## src/rtl/core/ptc_pkg.sv

```systemverilog
// shared types, constants and helpers for the pressure/temperature compensation core
// no dependencies; imported by every module in rtl/core
package ptc_pkg;

  localparam int unsigned DataW  = 64;
  localparam int unsigned HalfW  = DataW / 2;
  localparam int unsigned RawW   = 20;
  localparam int unsigned TempW  = 16;
  localparam int unsigned PressW = 32;
  localparam int unsigned FineW  = 32;
  localparam int unsigned CoefW  = 16;
  localparam int unsigned MulLat = 2;
  localparam int unsigned DivLat = DataW + 2;

  localparam logic [33:0]      FineOffset = 34'd128000;
  localparam logic [RawW:0]    PressBase  = 21'd1048576;
  localparam logic [DataW-1:0] PressScale = 64'd3125;
  localparam logic [DataW-1:0] PressBias  = 64'h0000_8000_0000_0000;

  typedef enum logic [1:0] {
    CfgTemp   = 2'd0,
    CfgPressA = 2'd1,
    CfgPressB = 2'd2,
    CfgPressC = 2'd3
  } cfg_idx_e;

  typedef struct packed {
    logic signed [CoefW-1:0] t3;
    logic signed [CoefW-1:0] t2;
    logic [CoefW-1:0]        t1;
  } cal_temp_t;

  function automatic logic [DataW-1:0] sx16(input logic [CoefW-1:0] v);
    return {{(DataW-CoefW){v[CoefW-1]}}, v};
  endfunction

  function automatic logic [DataW-1:0] asr64(input logic [DataW-1:0] x, input int unsigned s);
    return $unsigned($signed(x) >>> s);
  endfunction

endpackage

```

## src/rtl/core/ptc_temp.sv

```systemverilog
// temperature path: five register stages from raw reading to fine and centidegree value
// depends on ptc_pkg
module ptc_temp import ptc_pkg::*; (
  input  logic                    clk_i,
  input  logic                    rst_ni,
  input  logic                    vld_i,
  input  logic [RawW-1:0]         raw_t_i,
  input  logic [RawW-1:0]         raw_p_i,
  input  cal_temp_t               cal_i,
  output logic                    vld_o,
  output logic [FineW-1:0]        tfine_o,
  output logic signed [TempW-1:0] temp_o,
  output logic [RawW-1:0]         raw_p_o
);

  logic [4:0] vld_q;

  // stage 1
  logic [17:0]     a_d, a_q;
  logic [16:0]     dl_d, dl_q;
  logic [RawW-1:0] rp1_q, rp2_q, rp3_q, rp4_q, rp5_q;

  assign a_d  = {1'b0, raw_t_i[RawW-1:3]} - {1'b0, cal_i.t1, 1'b0};
  assign dl_d = {1'b0, raw_t_i[RawW-1:4]} - {1'b0, cal_i.t1};

  // stage 2
  logic signed [33:0] m1_full, dd_full;
  logic [FineW-1:0]   m1_q, dd_q;

  assign m1_full = $signed(a_q) * cal_i.t2;
  assign dd_full = $signed(dl_q) * $signed(dl_q);

  // stage 3
  logic signed [FineW-1:0] e_s;
  logic [FineW-1:0]        m3_d, m3_q, v1_q;

  assign e_s  = $signed(dd_q) >>> 12;
  assign m3_d = e_s * FineW'(cal_i.t3);

  // stage 4
  logic [FineW-1:0] tf4_q, tf5_q;

  // stage 5: (tf*5 + 128) >>> 8, saturated
  logic [FineW-1:0]        x5;
  logic signed [FineW-1:0] tc;
  logic signed [TempW-1:0] temp_d, temp_q;

  assign x5 = tf4_q + {tf4_q[FineW-3:0], 2'b00} + FineW'(128);
  assign tc = $signed(x5) >>> 8;

  always_comb begin
    if (tc < -32'sd32768) begin
      temp_d = -16'sd32768;
    end else if (tc > 32'sd32767) begin
      temp_d = 16'sd32767;
    end else begin
      temp_d = tc[TempW-1:0];
    end
  end

  always_ff @(posedge clk_i or negedge rst_ni) begin
    if (!rst_ni) begin
      vld_q <= '0;
    end else begin
      vld_q <= {vld_q[3:0], vld_i};
    end
  end

  always_ff @(posedge clk_i) begin
    a_q    <= a_d;
    dl_q   <= dl_d;
    rp1_q  <= raw_p_i;
    m1_q   <= m1_full[FineW-1:0];
    dd_q   <= dd_full[FineW-1:0];
    rp2_q  <= rp1_q;
    v1_q   <= $unsigned($signed(m1_q) >>> 11);
    m3_q   <= m3_d;
    rp3_q  <= rp2_q;
    tf4_q  <= v1_q + $unsigned($signed(m3_q) >>> 14);
    rp4_q  <= rp3_q;
    tf5_q  <= tf4_q;
    temp_q <= temp_d;
    rp5_q  <= rp4_q;
  end

  assign vld_o   = vld_q[4];
  assign tfine_o = tf5_q;
  assign temp_o  = temp_q;
  assign raw_p_o = rp5_q;

endmodule

```

## config.mk

```make
export PLATFORM = sky130hd
export DESIGN_NAME = ptc_temp
export DESIGN_NICKNAME = d
export VERILOG_FILES = /design/src/rtl/core/ptc_pkg.sv /design/src/rtl/core/ptc_temp.sv
export SDC_FILE = /design/constraint.sdc
export NUM_CORES = 2
export LEC_CHECK = 0
export BUFFER_PORTS_ARGS = -buffer_cell sky130_fd_sc_hd__buf_4
export CAP_MARGIN = 20
export CORE_MARGIN = 2
export CORE_UTILIZATION = 40
export CTS_BUF_LIST = sky130_fd_sc_hd__clkbuf_4 sky130_fd_sc_hd__clkbuf_8
export CTS_CLUSTER_SIZE = 12
export DETAILED_ROUTE_END_ITERATION = 16
export GPL_TIMING_DRIVEN = 0
export PLACE_DENSITY = 0.6
export REMOVE_ABC_BUFFERS = 1
export SLEW_MARGIN = 30
export SYNTH_ARGS = -nofsm -noshare
export SYNTH_HDL_FRONTEND = slang
export SYNTH_SLANG_ARGS = --single-unit
```

## constraint.sdc

```tcl
create_clock -name clk_i -period 6 [get_ports clk_i]
set_input_delay 0.3 -clock clk_i [delete_from_list [all_inputs] [get_ports clk_i]]
set_output_delay 0.3 -clock clk_i [all_outputs]
set_load 0.05 [all_outputs]
```

==> impl_metrics.json <==
{
  "hold_depth": 3,
  "synthTopCellsByArea": "fa_1 (44%), dfxtp_1 (14%), ha_1 (11%), inv_1 (10%), and2_1 (5.7%)",
  "end_kind": "flip-flop",
  "fin_crit_sh_pct": 102,
  "design_area_sq_mm": 0.0432,
  "num_io_pins": 160,
  "yosysMostFrequentCell": "inv_1",
  "critPathArrivalTime_ns": 6.59,
  "drive_above_1_share_pct": 12.7,
  "finish.net_count": 5286,
  "grt_pass1_vias": 27200,
  "hold_class": "in -> reg",
  "drc": 0,
  "fillCellCount": 8868,
  "dr.pass1.iters": 5,
  "crit_family": "adder cells",
  "required_ns": 6.48,
  "postRouteAntennaNets": 0,
  "overflow": 0,
  "initial_utilization_pct": 40.2,
  "fin_util_pct": 46.5,
  "status": "finished with violations",
  "cp_common_cell": "fa_1",
  "core_area_sq_mm": 0.0929,
  "h-tree-depth": 2,
  "drt_first_iter_violations": 1115,
  "wl_microns": 84500,
  "ys_types": 61,
  "ys_seq_area_share_pct": 14.2,
  "synth_common_cells": "inv_1 (994), fa_1 (816), nand2_1 (405)",
  "reg2reg_slack_ns": -0.11,
  "yosys.area.top_type": "fa_1",
  "timing.max_cap.violations": 0,
  "die_w_microns": 309,
  "fmax_mhz": 164,
  "relSlewSlack_pct": 50.7,
  "grt_antenna_before_repair": 1,
  "crit_cells": 24,
  "numPortBuffers": 156,
  "fin_crit_ns": 6.11,
  "wl_per_cell_microns": 15.8,
  "dieHeight_microns": 309,
  "cts_root_buf": "clkbuf_8",
  "rsz0062_at_grt": "yes",
  "syn_inst": 3845,
  "rr_worst_depth": 24,
  "cts_inserted_buffers": 46,
  "crit_fanout": 5,
  "synthToLayoutAreaGrowth_pct": 15.8,
  "cts_tree": "done",
  "via_per_inst": 4.69,
  "yosys.area.top_type_share_pct": 43.8,
  "track_usage_pct": 18.5,
  "grt_max_degree": 22,
  "vias": 25100,
  "worstSetupStartpointType": "flip-flop",
  "rows": 112,
  "synth_ff_type": "dfxtp_1",
  "path_clk_slew_ns": 0.06,
  "critPathBufInv": 7,
  "cp_slowest_cell": "fa_1",
  "final_max_slew_viol_count": 0,
  "worst_pin_slew_ns": 0.726,
  "critPathKind": "reg -> reg",
  "clk_path_buf_depth": 3,
  "path_cells": "buf_16, and2_4, fa_1, inv_1, fa_1, fa_1, fa_1, inv_2, fa_1, inv_2, fa_1, inv_2, ha_4, nand2_2, nor2_2, nand4_1, buf_6, a21oi_4, o21ai_4, a32oi_4, a21oi_4, o31ai_4, buf_4, xor2_2",
  "slowest_delay_ns": 0.56,
  "synth_enable_flop_cells": 0,
  "dieArea_sq_mm": 0.0957,
  "setup_viol": 7,
  "grt_pass1_wl_microns": 140000,
  "clk_latency_ns": 0.65,
  "place_congestion": 0.817,
  "setup_ws_ns": -0.106,
  "hold_viol": 0,
  "ys_ff_latch": 263,
  "syn_area_sq_mm": 0.0373,
  "final_cells": 5354,
  "dp_hpwl_microns": 64500,
  "violations": "setup timing",
  "clock_skew_ns": 0.0748,
  "cts_sinks": 263,
  "placed_cell_area_sq_mm": 0.0400,
  "synth_warnings": 0,
  "place_inst": 5134,
  "synth_async_sr_flop_share_pct": 1.90,
  "syn_area_per_cell_sq_um": 9.70
}
area by class of cell:
cell class	instances	area [sq um]	share of cell area [%]
Multi-Input combinational cell	2450	28400	65.7
Timing Repair Buffer	308	3040	7.05
Inverter	994	3730	8.64
Sequential cell	263	5430	12.6
Clock buffer	59	774	1.79
Tap cell	1254	1570	3.63
Antenna cell	3	7.51	0.0174
Clock inverter	23	251	0.582
worst paths after layout:
check / start / endpoint
max: dl_q[6]$_DFF_P_ / m1_q[30]$_DFF_P_
min: raw_t_i[15] / dl_q[11]$_DFF_P_
max reg2reg: dl_q[6]$_DFF_P_ / m1_q[30]$_DFF_P_
min reg2reg: rp4_q[8]$_DFF_P_ / raw_p_o[8]$_DFF_P_
max in group asynchronous: rst_ni / vld_q[4]$_DFF_PN0_
min in group asynchronous: rst_ni / vld_q[3]$_DFF_PN0_
cell families (layout without fill, tap and decap cells):
| group | after synthesis | count (layout) | synth area share [%] |
|---|---|---|---|
| AO/OA/AOI/OAI | 197 | 197 | 3.52 |
| XOR/XNOR | 147 | 147 | 3.45 |
| adder cells (fa/ha/maj) | 1132 | 1132 | 54.4 |
| buffers and inverters | 1132 | 1384 | 11.5 |
| flip-flops | 263 | 263 | 14.2 |
| multiplexers | 5 | 5 | 0.138 |
| other | 0 | 3 | 0 |
| AND/OR/NAND/NOR | 969 | 969 | 12.8 |
placed cells by master, fill, tap and decap left out, types with 35 or more instances in the layout:
cell type  instances
inv_1            984
fa_1             803
nand2_1          394
and2_1           331
ha_1             303
buf_4            223
dfxtp_1          220
xnor2_1          100
nor2_1            90
clkbuf_8          53
a21oi_1           51
xor2_1            35
dfxtp_4           35
tightest hold or removal path: stages:
cell and delay [ns]:
buf_4 0.08, ha_1 0.19, xnor2_1 0.08
metrics by stage:
stage | setup TNS, ns | hold slack [ns] | setup WS, ns
floorplan | -0.412 | 0.00441 | -0.261
global placement | -47.37 | 0.105 | -2.38
detailed placement | -16.50 | 0.106 | -1.41
CTS | -0.792 | 0.00542 | -0.199
global route | -2.50 | 0.0533 | -0.293
finish | -0.503 | 0.0519 | -0.106
registers in the layout, indices dropped and copies added (netlist names):
signal,cells
m3_q,18
raw_p_o,20
tf4_q,22
dd_q,20
rp2_q,20
rp1_q,20
temp_o,16
tfine_o,22
rp3_q,20
vld_q,5
rp4_q,20
a_q,2
dl_q,16
v1_q,21
m1_q,21
what timing repair did:
action,4_1_cts,5_1_grt
endpoints found under the hold margin,36,0
pin swaps,24,47
cloned,4,0
setup buffers,66,32
setup endpoints to repair,39,25
hold buffers,34,0
resized for setup,121,100
per-layer routing:
| layer | track usage (%) | vias up | routed length, microns |
|---|---|---|---|
| met2 | 30.9 | 535 | 39900 |
| met1 | 25.5 | 12800 | 38300 |
| met5 | 0 | - | 0 |
| met4 | 4.66 | 0 | 1930 |
| li1 | - | 11600 | - |
| met3 | 2.26 | 109 | 4400 |
Power is not shown: default switching activity piles up to over one toggle a cycle in this logic, so the estimate is an artifact.
